==> src/rtl/core/lfbf_pkg.sv <==
package lfbf_pkg;

   localparam int PIXEL_COUNT = 4096;
   localparam int ADDR_W      = $clog2(PIXEL_COUNT);
   localparam int COLOR_W     = 24;
   localparam int CHAN_W      = 8;
   localparam int AXIS_W      = 8;
   localparam int REG_W       = 24;
   localparam int IDX_W       = 24;   // x + y*sx + z*sx*sy with 8-bit axes
   localparam int PIXEL_IDX_W = 16;

   localparam logic [CHAN_W-1:0] CHAN_MAX = 8'd255;

   localparam logic [1:0] OP_FILL  = 2'd0;
   localparam logic [1:0] OP_FADE  = 2'd1;
   localparam logic [1:0] OP_READ  = 2'd2;
   localparam logic [1:0] OP_WRITE = 2'd3;

   localparam logic [1:0] CSR_BOX_START = 2'd0;
   localparam logic [1:0] CSR_BOX_END   = 2'd1;
   localparam logic [1:0] CSR_GRID_SIZE = 2'd2;

   localparam logic [REG_W-1:0] GRID_SIZE_RESET = 24'h010001;

   typedef struct packed {
      logic              valid;
      logic [ADDR_W-1:0] addr;
   } walk_step_type;

   typedef struct packed {
      logic               en;
      logic [ADDR_W-1:0]  addr;
      logic [COLOR_W-1:0] data;
   } ram_wr_type;

   // Upper bound of one axis: lesser of end corner and size minus one (size 0 wraps).
   function automatic logic [AXIS_W-1:0] axis_limit(input logic [AXIS_W-1:0] end_c,
                                                    input logic [AXIS_W-1:0] size);
      logic [AXIS_W-1:0] lim;
      lim = size - AXIS_W'(1);
      return (end_c < lim) ? end_c : lim;
   endfunction

   function automatic logic [CHAN_W-1:0] scale_channel(input logic [CHAN_W-1:0] c,
                                                       input logic [CHAN_W-1:0] s);
      logic [2*CHAN_W-1:0] prod;
      prod = (2*CHAN_W)'(c) * ((2*CHAN_W)'(s) + (2*CHAN_W)'(1));
      return prod[2*CHAN_W-1:CHAN_W];
   endfunction

   function automatic logic [COLOR_W-1:0] fade_pixel(input logic [COLOR_W-1:0] px,
                                                     input logic [CHAN_W-1:0]  s);
      return {scale_channel(px[23:16], s), scale_channel(px[15:8], s),
              scale_channel(px[7:0], s)};
   endfunction

endpackage

==> src/rtl/core/lfbf_pixel_update.sv <==
module lfbf_pixel_update (
   input  logic                            clock,
   input  logic                            reset,
   input  lfbf_pkg::walk_step_type         step,
   input  logic                            fade_mode,
   input  logic [lfbf_pkg::COLOR_W-1:0]    color,
   input  logic [lfbf_pkg::CHAN_W-1:0]     scale,
   input  logic [lfbf_pkg::COLOR_W-1:0]    rd_data,
   output lfbf_pkg::ram_wr_type            wr
);

   logic                          s2_valid_ff, s2_valid_in;
   logic [lfbf_pkg::ADDR_W-1:0]   s2_addr_ff, s2_addr_in;
   logic                          fwd_ff, fwd_in;
   logic [lfbf_pkg::COLOR_W-1:0]  fwd_data_ff, fwd_data_in;
   logic [lfbf_pkg::COLOR_W-1:0]  cur;

   always_comb begin
      // memory returns stale data when the same pixel was written in the read cycle
      cur = fwd_ff ? fwd_data_ff : rd_data;
      wr.en   = s2_valid_ff;
      wr.addr = s2_addr_ff;
      wr.data = fade_mode ? lfbf_pkg::fade_pixel(cur, scale) : color;

      s2_valid_in = step.valid;
      s2_addr_in  = step.addr;
      fwd_in      = step.valid && s2_valid_ff && (s2_addr_ff == step.addr);
      fwd_data_in = wr.data;
   end

   always_ff @(posedge clock) begin
      if (reset) begin
         s2_valid_ff <= 1'b0;
         fwd_ff      <= 1'b0;
      end else begin
         s2_valid_ff <= s2_valid_in;
         fwd_ff      <= fwd_in;
      end
      s2_addr_ff  <= s2_addr_in;
      fwd_data_ff <= fwd_data_in;
   end

endmodule
==> config.mk <==
export PLATFORM = sky130hd
export DESIGN_NAME = lfbf_pixel_update
export DESIGN_NICKNAME = d
export VERILOG_FILES = /design/src/rtl/core/lfbf_pkg.sv /design/src/rtl/core/lfbf_pixel_update.sv
export SDC_FILE = /design/constraint.sdc
export NUM_CORES = 1
export LEC_CHECK = 0
export ABC_AREA = 1
export BUFFER_PORTS_ARGS = -buffer_cell sky130_fd_sc_hd__buf_2
export CELL_PAD_IN_SITES_DETAIL_PLACEMENT = 1
export CELL_PAD_IN_SITES_GLOBAL_PLACEMENT = 2
export CORE_ASPECT_RATIO = 1.75
export CORE_MARGIN = 1.5
export CORE_UTILIZATION = 31
export CTS_CLUSTER_SIZE = 14
export DETAILED_ROUTE_END_ITERATION = 10
export PLACE_DENSITY_LB_ADDON = 0.1
export SLEW_MARGIN = 20
export SYNTH_ARGS = -nofsm -noshare
export SYNTH_HDL_FRONTEND = slang
export SYNTH_SLANG_ARGS = --single-unit
==> constraint.sdc <==
create_clock -name clock -period 6.15 [get_ports clock]
set_clock_uncertainty 0.1 [all_clocks]
set_input_delay 0.9225 -clock clock [delete_from_list [all_inputs] [get_ports clock]]
set_output_delay 0.9225 -clock clock [all_outputs]
set_load 0.02 [all_outputs]
==> metrics.txt <==
status complete, but fails checks; failing checks setup timing; Post-synth ARST share 0%; total gr overflow 0; Final Hold Vio Count 0; RSZ-0062 raised after global routing true; Inserted Diodes 0; vias between 8k and 9k; Die X roughly 130 um; switching pwr ~2500 uW; peak fanout along the critical path 5; IR drop worst, VDD 304 uV; sum of negative setup slack -4.87 ns; post-synthesis mux area share 0%; violation count after the first detailed-route iteration roughly 200; Flop pwr share between 6 and 7%; I/O pins 109; largest family of logic cells by synthesized area adder cells; max-cap violations 0; number of buffers inserted by port buffering roughly 110; syn_nets about 1.5k; Clk pwr share between 7 and 8%; share of cells above drive strength 1 37.9%; gr usage total 23.0%; syn avg cell area between 7 and 8 um^2; Post-synth EDFFs 0; area leader, netlist fa_1; vias per cell about 4.7; Max-slew headroom a little over half; Detailed Place HPWL 25.2 mm; Seq/Total Area, Yosys 8.88%; clock insertion delay at the later pin of the skew report 0.32 ns; ranking of synthesized cells by area fa_1, ha_1, inv_1, nand2_1, nor2_1; post-synth top area share around 28%; post-layout power between 5000 and 6000 uW; global-route wire length before repair 50.7 mm; Cell Area, Synth between 0.008 and 0.009 mm^2; CTS clk-pin slew, worst paths approximately 0.080 ns; Required @ worst endpoint slightly above 5 ns; P_int around 2800 uW; residual DRC count 0; final net count 1800; Synth Area in Compound Gates 5.83%; Initial Util between 30% and 40%; TritonCTS Buffers 5; final max-slew violation count 0; number of global-route vias before repair 9913; Die Y roughly 220 um; Worst Setup Slack, final -0.303 ns; DRT Pass-1 Iters 4; Comb power frac a little under nine tenths; final critical-path required period about 6.5 ns; Net Sw Frac between 40% and 50%; Synth warnings 0; Clock Sinks 38; Site Rows 80; Yosys cell types 44; area share of xor/xnor cells in the synthesized design ~2.7%; H-tree depth 2; period utilization 105%; Synth Area in Simple Gates about 28%; nature of the critical path startpoint primary input; pwr/cell area 416 mW/mm^2; crit path DAT 5.43 ns; # setup viols final 26; Lkg Pwr 0.00675 uW; total wire length ~31 mm; pin count of the biggest net entering global routing 27; initial antenna violation count 0; root buffer cell clkbuf_16; Layout area overhead 48.2%; CTS max path bufs 2; Hold-fix buffers, CTS 0; Core Footprint between 0.02 and 0.03 mm^2; Hold Crit Class flip-flop to flip-flop; WL/cell roughly 17 um; CTS tree built; Main synth FF type dfxtp_1; Die Area approximately 0.029 mm^2; Syn Inst Count about 1.2k; Synth Area in Adders a little over two fifths; Max Fclk around 0.15 GHz; GP Congestion between 0.8 and 0.9; FF+latch count, synth 38; Setup CP Type primary input to output pin; antenna viol nets, final 0; actual slew at the worst max-slew pin 0.712 ns; CP endpoint kind output pin
==> cell usage after synthesis, types with 3 or more instances <==
master,count
xor2_1,13
nand2_4,5
o21ai_2,7
nand3b_1,5
buf_4,3
nor3_1,6
dfxtp_1,38
or2_2,4
nand4_1,7
nor2_1,204
nand2_1,223
fa_1,120
nor4_1,3
nand3_1,61
inv_2,3
xnor2_1,10
buf_6,5
ha_1,97
o21ai_1,18
nor2_2,10
buf_2,6
o21ai_0,15
nor2_4,6
a21o_1,7
clkbuf_1,9
a21oi_1,28
inv_1,239
nand2_2,12
==> final cells by class <==
type	count	area, um^2
fillers	3371	14500
multi-input cells	879	7650
repair buffers	340	2660
inverters	246	955
flip-flops and latches	38	762
well taps	369	462
clock buffers	5	125
clock inverters	3	68.8
repair inverters	1	8.76
==> power by group through the flow <==
stage | Sequential, uW | Combinational, uW | Clock [uW]
6_report | 343 | 4550 | 391
5_1_grt | 352 | 5000 | 403
4_1_cts | 343 | 4280 | 403
3_5_place_dp | 349 | 3180 | 0
3_3_place_gp | 348 | 3140 | 0
2_1_floorplan | 348 | 1810 | 0
==> metrics by stage <==
| stage | hold slack [ns] | cells | setup WS (ns) | utilization, % | cell area (um^2) |
|---|---|---|---|---|---|
| 2_1_floorplan | 0.425 | 1186 | -0.0263 | - | 8570 |
| 3_3_place_gp | 0.474 | 1797 | -0.646 | 39.3 | 10700 |
| 3_5_place_dp | 0.473 | 1797 | -0.690 | 39.3 | 10700 |
| 4_1_cts | 0.498 | 1866 | -0.408 | 44.8 | 12200 |
| 5_1_grt | 0.507 | 1881 | -0.460 | 46.6 | 12700 |
| 6_report | 0.486 | 1881 | -0.303 | 46.6 | 12700 |
==> timing repair <==
item,4_1_cts,5_1_grt
gates cloned,2,0
pin swaps,94,81
gates resized for setup,199,102
buffers inserted,60,16
endpoints found under the setup margin,24,27
==> sequential cells by signal, summed over array words and instances, names as in the netlist <==
signal       cells
s2_valid_ff      1
fwd_data_ff     24
s2_addr_ff      12
fwd_ff           1
==> metal layers <==
layer / global-route usage [%] / vias to the layer above / part of all wire (%) / wire [um]
met5: 0 / - / 0 / 0
met4: 4.71 / 0 / 2.5 / 787
met3: 2.21 / 38 / 2.3 / 712
met2: 47.4 / 150 / 58 / 18300
met1: 24.4 / 4312 / 37 / 11700
li1: - / 4250 / - / -
==> cell usage in the layout, fill, tap and decap left out, types with 9 or more instances in the layout <==
master and count:
fa_1 113, o21ai_1 22, buf_6 48, nand2_1 181, ha_4 23, nor2_2 29, xor2_1 12, nand2_2 45
nand3_1 51, inv_1 221, ha_1 71, dfxtp_1 37, buf_4 201, nor2_1 173, buf_2 81, xnor2_1 9
nor2_4 18, a21oi_2 15, nand3_2 9, nand2_4 13, buf_12 10, o21ai_2 10, inv_2 18
==> worst max-delay path, stage by stage <==
cell,delay (ns)
buf_12,0.11
ha_4,0.16
buf_4,0.15
xor2_4,0.21
clkinvlp_4,0.20
buf_12,0.17
buf_6,0.10
buf_6,0.10
buf_4,0.15
nor2_4,0.08
fa_2,0.46
ha_4,0.28
inv_1,0.04
fa_1,0.47
inv_1,0.05
fa_2,0.54
ha_4,0.23
inv_4,0.06
o21bai_4,0.07
a31oi_1,0.17
nand2_1,0.14
nand2_1,0.12
nand2_1,0.05
nand2_1,0.05
nand3_1,0.06
nand2_1,0.13
buf_6,0.12
==> path summary, 6_finish.rpt <==
kind                       start             end  slack [ns]  cells past startpoint
setup / recovery        scale[0]          wr[21]       -0.30                     27
hold / removal    s2_addr_ff[11]          fwd_ff        0.49                      3
setup reg to reg          fwd_ff  fwd_data_ff[8]        0.23                     29
hold reg to reg   s2_addr_ff[11]          fwd_ff        0.49                      3
==> cells by family after synthesis <==
family / count (synthesis)
AOI/OAI and AO/OA: 86
xor gates and xnor gates: 24
adders and majority gates: 217
buffers and inverters: 270
DFF: 38
and+or+nand+nor: 551
Note: power is estimated with default switching activity, not from simulation.
