$ cat config.mk
export PLATFORM = sky130hd
export DESIGN_NAME = lfbf_box_walk
export DESIGN_NICKNAME = d
export VERILOG_FILES = /design/src/rtl/core/lfbf_pkg.sv /design/src/rtl/core/lfbf_box_walk.sv
export SDC_FILE = /design/constraint.sdc
export NUM_CORES = 1
export LEC_CHECK = 0
export ABC_CLOCK_PERIOD_IN_PS = 12150
export BUFFER_PORTS_ARGS = -buffer_cell sky130_fd_sc_hd__buf_2
export CAP_MARGIN = 20
export CELL_PAD_IN_SITES_DETAIL_PLACEMENT = 1
export CELL_PAD_IN_SITES_GLOBAL_PLACEMENT = 1
export CORE_UTILIZATION = 50
export CTS_CLUSTER_DIAMETER = 150
export DETAILED_ROUTE_END_ITERATION = 10
export PLACE_DENSITY_LB_ADDON = 0.3
export SYNTH_ARGS = -nofsm -noshare
export SYNTH_HDL_FRONTEND = slang
export SYNTH_SLANG_ARGS = --single-unit
$ cat constraint.sdc
create_clock -name clock -period 12.15 [get_ports clock]
set_clock_uncertainty 0.1 [all_clocks]
set_input_delay 0.6075 -clock clock [delete_from_list [all_inputs] [get_ports clock]]
set_output_delay 0.6075 -clock clock [all_outputs]
set_load 0.03 [all_outputs]
$ cat src/rtl/core/lfbf_pkg.sv
package lfbf_pkg;

   localparam int PIXEL_COUNT = 4096;
   localparam int ADDR_W      = $clog2(PIXEL_COUNT);
   localparam int COLOR_W     = 24;
   localparam int CHAN_W      = 8;
   localparam int AXIS_W      = 8;
   localparam int REG_W       = 24;
   localparam int IDX_W       = 24;   // x + y*sx + z*sx*sy with 8-bit axes
   localparam int PIXEL_IDX_W = 16;

   localparam logic [CHAN_W-1:0] CHAN_MAX = 8'd255;

   localparam logic [1:0] OP_FILL  = 2'd0;
   localparam logic [1:0] OP_FADE  = 2'd1;
   localparam logic [1:0] OP_READ  = 2'd2;
   localparam logic [1:0] OP_WRITE = 2'd3;

   localparam logic [1:0] CSR_BOX_START = 2'd0;
   localparam logic [1:0] CSR_BOX_END   = 2'd1;
   localparam logic [1:0] CSR_GRID_SIZE = 2'd2;

   localparam logic [REG_W-1:0] GRID_SIZE_RESET = 24'h010001;

   typedef struct packed {
      logic              valid;
      logic [ADDR_W-1:0] addr;
   } walk_step_type;

   typedef struct packed {
      logic               en;
      logic [ADDR_W-1:0]  addr;
      logic [COLOR_W-1:0] data;
   } ram_wr_type;

   // Upper bound of one axis: lesser of end corner and size minus one (size 0 wraps).
   function automatic logic [AXIS_W-1:0] axis_limit(input logic [AXIS_W-1:0] end_c,
                                                    input logic [AXIS_W-1:0] size);
      logic [AXIS_W-1:0] lim;
      lim = size - AXIS_W'(1);
      return (end_c < lim) ? end_c : lim;
   endfunction

   function automatic logic [CHAN_W-1:0] scale_channel(input logic [CHAN_W-1:0] c,
                                                       input logic [CHAN_W-1:0] s);
      logic [2*CHAN_W-1:0] prod;
      prod = (2*CHAN_W)'(c) * ((2*CHAN_W)'(s) + (2*CHAN_W)'(1));
      return prod[2*CHAN_W-1:CHAN_W];
   endfunction

   function automatic logic [COLOR_W-1:0] fade_pixel(input logic [COLOR_W-1:0] px,
                                                     input logic [CHAN_W-1:0]  s);
      return {scale_channel(px[23:16], s), scale_channel(px[15:8], s),
              scale_channel(px[7:0], s)};
   endfunction

endpackage

$ cat src/rtl/core/lfbf_box_walk.sv
module lfbf_box_walk (
   input  logic                            clock,
   input  logic                            reset,
   input  logic                            start,
   input  logic [lfbf_pkg::REG_W-1:0]      box_start,
   input  logic [lfbf_pkg::REG_W-1:0]      box_end,
   input  logic [lfbf_pkg::REG_W-1:0]      grid_size,
   output lfbf_pkg::walk_step_type         step,
   output logic                            done
);

   localparam logic [2:0] W_IDLE = 3'd0;
   localparam logic [2:0] W_MUL1 = 3'd1;
   localparam logic [2:0] W_MUL2 = 3'd2;
   localparam logic [2:0] W_INIT = 3'd3;
   localparam logic [2:0] W_RUN  = 3'd4;

   localparam int AW = lfbf_pkg::AXIS_W;
   localparam int IW = lfbf_pkg::IDX_W;

   logic [2:0]      state_ff, state_in;
   logic [AW-1:0]   x0_ff, x0_in, y0_ff, y0_in, z0_ff, z0_in;
   logic [AW-1:0]   x1_ff, x1_in, y1_ff, y1_in, z1_ff, z1_in;
   logic [AW-1:0]   sx_ff, sx_in, sy_ff, sy_in;
   logic            empty_ff, empty_in;
   logic [2*AW-1:0] sxy_ff, sxy_in, ysx_ff, ysx_in;
   logic [IW-1:0]   zoff_ff, zoff_in;
   logic [AW-1:0]   x_ff, x_in, y_ff, y_in, z_ff, z_in;
   logic [IW-1:0]   xbase_ff, xbase_in, row_ff, row_in, idx_ff, idx_in;

   always_comb begin
      logic [AW-1:0] lx, ly, lz;
      logic [IW-1:0] base;
      logic [IW-1:0] next_row;
      logic [IW-1:0] next_xbase;

      lx = lfbf_pkg::axis_limit(box_end[7:0], grid_size[7:0]);
      ly = lfbf_pkg::axis_limit(box_end[15:8], grid_size[15:8]);
      lz = lfbf_pkg::axis_limit(box_end[23:16], grid_size[23:16]);
      base       = IW'(x0_ff) + IW'(ysx_ff);
      next_row   = row_ff + IW'(sx_ff);
      next_xbase = xbase_ff + IW'(1);

      state_in = state_ff;
      x0_in = x0_ff; y0_in = y0_ff; z0_in = z0_ff;
      x1_in = x1_ff; y1_in = y1_ff; z1_in = z1_ff;
      sx_in = sx_ff; sy_in = sy_ff;
      empty_in = empty_ff;
      sxy_in = sxy_ff; ysx_in = ysx_ff; zoff_in = zoff_ff;
      x_in = x_ff; y_in = y_ff; z_in = z_ff;
      xbase_in = xbase_ff; row_in = row_ff; idx_in = idx_ff;
      done = 1'b0;

      case (state_ff)
         W_IDLE: begin
            if (start) begin
               x0_in = box_start[7:0];
               y0_in = box_start[15:8];
               z0_in = box_start[23:16];
               x1_in = lx;
               y1_in = ly;
               z1_in = lz;
               sx_in = grid_size[7:0];
               sy_in = grid_size[15:8];
               empty_in = (box_start[7:0] > lx) || (box_start[15:8] > ly) ||
                          (box_start[23:16] > lz);
               state_in = W_MUL1;
            end
         end
         W_MUL1: begin
            sxy_in = (2*AW)'(sx_ff) * (2*AW)'(sy_ff);
            ysx_in = (2*AW)'(y0_ff) * (2*AW)'(sx_ff);
            state_in = W_MUL2;
         end
         W_MUL2: begin
            zoff_in = IW'(z0_ff) * IW'(sxy_ff);
            if (empty_ff) begin
               done = 1'b1;
               state_in = W_IDLE;
            end else begin
               state_in = W_INIT;
            end
         end
         W_INIT: begin
            xbase_in = base;
            row_in   = base;
            idx_in   = base + zoff_ff;
            x_in = x0_ff;
            y_in = y0_ff;
            z_in = z0_ff;
            state_in = W_RUN;
         end
         W_RUN: begin
            // z innermost, then y, then x
            if (z_ff != z1_ff) begin
               z_in   = z_ff + AW'(1);
               idx_in = idx_ff + IW'(sxy_ff);
            end else if (y_ff != y1_ff) begin
               y_in   = y_ff + AW'(1);
               z_in   = z0_ff;
               row_in = next_row;
               idx_in = next_row + zoff_ff;
            end else if (x_ff != x1_ff) begin
               x_in     = x_ff + AW'(1);
               y_in     = y0_ff;
               z_in     = z0_ff;
               xbase_in = next_xbase;
               row_in   = next_xbase;
               idx_in   = next_xbase + zoff_ff;
            end else begin
               done     = 1'b1;
               state_in = W_IDLE;
            end
         end
         default: begin
            state_in = W_IDLE;
         end
      endcase

      step.valid = (state_ff == W_RUN) && (idx_ff < IW'(lfbf_pkg::PIXEL_COUNT));
      step.addr  = idx_ff[lfbf_pkg::ADDR_W-1:0];
   end

   always_ff @(posedge clock) begin
      if (reset) begin
         state_ff <= W_IDLE;
      end else begin
         state_ff <= state_in;
      end
      x0_ff <= x0_in; y0_ff <= y0_in; z0_ff <= z0_in;
      x1_ff <= x1_in; y1_ff <= y1_in; z1_ff <= z1_in;
      sx_ff <= sx_in; sy_ff <= sy_in;
      empty_ff <= empty_in;
      sxy_ff <= sxy_in; ysx_ff <= ysx_in; zoff_ff <= zoff_in;
      x_ff <= x_in; y_ff <= y_in; z_ff <= z_in;
      xbase_ff <= xbase_in; row_ff <= row_in; idx_ff <= idx_in;
   end

endmodule

==> impl_metrics.ini <==
[outcome]
status = complete, no violations

[clock_tree]
clockBufferDepth = 3
cts_buffers = 29
numClockSinks = 220
cts_tree = yes
clock_latency_ns = 0.58
ctsHtreeMaxLevel = 1
hold_buffers = 0
clk_pin_slew_ns = 0.06
cts-resized-gates = 0
post_cts_buffers = 0
cts-root-buf = clkbuf_16

[layout]
drive_above_1_share = 0.0831
fill_cells = 5037
syn2layout_area_growth_pct = 9.02
antenna_cells = 0
nNetsFinal = 2901
finalInstanceArea_um2 = 24800

[critical_path]
crit_type = reg -> reg
cp.arrival_ns = 5.98
path_max_fanout = 17
required_ns = 12.43
critPathCaptureType = register
worst_setup_path_start_kind = register

[timing]
rsz0062_at_grt = no
hold_viol_final = 0
setup_violations = 0
drv_slew = 0
fin_tns_setup_ns = 0
worstMarginPinSlew_ns = 0.970
worst_slack_ns = 6.45
post-route-min-period_ns = 5.70
max_freq_ghz = 0.175
relSlewSlack = 0.348
finalCritPeriodShare = 0.469

[pwr]
switching_share = 0.453
p_per_area_nw_per_um2 = 258
power.share.combinational = 0.649
power_switching_uw = 2900
ir_worst_vdd_mv = 0.238
p_seq_frac = 0.203
finalPower_uw = 6400
p_clk_frac = 0.148
leakage_uw = 0.0110
internal-power_uw = 3510

[synth]
synth_cells = 2353
synth_warnings = 0
yosysTopAreaCell = edfxtp_1
async_reset_ff_frac = 0
synth.cell_area_um2 = 22800
post-synth-top-count-cell = inv_1
syn_nets = 2832
synth_top_area_frac = 0.286
ys_types = 78
ys_ff_latch = 220
synth_area_per_cell_um2 = 9.68
synth-edff-count = 217
synthTopCellsByArea = edfxtp_1, fa_1, ha_1
seq_area_frac_synth = 0.289
synth_common_cells = inv_1, ha_1, nand2_1, edfxtp_1, and2_1
ys.flop_type = edfxtp_1

[routing]
firstDrtPassIters = 5
ant_nets = 0
wire_per_inst_um = 20.9
viasPerCell = 5.78
first_iter_violations = 1063
drc = 0
dr_total_vias = 17500
routed_wl_um = 63500

[placed_design]
dp_hpwl_um = 49900
place_area_um2 = 23800
io_buffers = 88
place_congestion = 0.919
pre_cts_slack_ns = 6.58

[grt]
antenna_found_initial = 2
grt_pass1_wl_um = 103000
grt_pass1_vias = 19400
grt_max_degree = 72
track_usage = 0.278
grt.overflow.total = 0

[hold_path]
hold_class = in -> reg

[die]
core_um2 = 44600
rows = 77
dieArea_um2 = 46400
die_w_um = 215
die_h_um = 215
start_util = 0.510
ios = 89

[job]
max_cap_viol_count = 0
## critical path, stage by stage, from the launching register on
cell      delay, ns
edfxtp_1       0.64
ha_1           0.38
fa_1           0.42
a21o_1         0.20
a21oi_1        0.34
o21bai_1       0.11
a21oi_1        0.35
a211o_1        0.43
nor2_1         0.11
xor2_1         0.15
a21oi_1        0.18
inv_1          0.07
ha_1           0.34
a21o_1         0.22
a21oi_1        0.26
o21bai_1       0.14
a21oi_1        0.20
o21ai_2        0.10
a31oi_1        0.20
xnor2_1        0.15
xnor2_1        0.10
a221oi_2       0.30
## power by group through the flow
stage	clock, uW	combinational (uW)	sequential, uW
3_3_place_gp	0	3920	1310
2_1_floorplan	0	3130	1230
3_5_place_dp	0	4130	1310
6_report	948	4160	1300
5_1_grt	982	4680	1310
4_1_cts	959	4170	1300
## through the flow
stage               hold slack [ns]  utilization  cells
detailed placement            0.464        0.533   2983
global placement              0.424        0.533   2982
finish                        0.123        0.556   3036
floorplan                     0.385            -   2353
global route                  0.104        0.556   3036
CTS                          0.0966        0.556   3036
## path summary, 6_finish.rpt
path | startpoint | to | slack (ns) | depth (start not counted)
max | sx_ff[0] | idx_ff[23] | 6.45 | 21
min | box_start[8] | y0_ff[0] | 0.12 | 1
max reg2reg | sx_ff[0] | idx_ff[23] | 6.45 | 21
min reg2reg | state_ff[1] | state_ff[0] | 0.47 | 2
## logic make-up after synthesis
family / synth area share
AOI/OAI and AO/OA: 0.129
xor gates and xnor gates: 0.0827
adders and majority gates: 0.275
buffers and inverters: 0.0567
DFF: 0.289
muxes: 0.00907
and+or+nand+nor: 0.159
## routing by layer
layer | track usage | share of wire | vias up
met5 | 0 | 0 | -
met4 | 0.0941 | 0.033 | 0
met3 | 0.0317 | 0.039 | 123
met2 | 0.496 | 0.50 | 366
met1 | 0.348 | 0.43 | 8901
li1 | - | - | 8144
## flip-flops by register name (all words and copies together), names as in the netlist, 16 cells and up
name      flops
idx_ff       24
row_ff       24
xbase_ff     24
zoff_ff      24
sxy_ff       16
ysx_ff       16
## layout make-up
cell class	count	area, um^2	share of cell area
clock buffer	31	733	0.0295
clock inverter	22	294	0.0118
inverter	261	980	0.0395
multi-input combinational	1807	14900	0.602
sequential	220	6580	0.265
tap	592	741	0.0298
timing repair buffer	103	561	0.0226
## placed cells by master, fill, tap and decap left out, types with 17 or more instances in the layout
cell type  count
ha_1         243
nand2_1      222
xor2_1        91
and3_1        32
fa_1         161
o21bai_1      17
and2_1       178
a21o_1        32
nor3_1        20
o21a_1        55
a21oi_1      114
nand3_1       56
edfxtp_1     217
inv_1        261
clkbuf_16     29
xnor2_1      124
nor2_1       133
o21ai_0      116
nor2b_1       19
buf_2         88
Power figures use the tool's default switching activity.
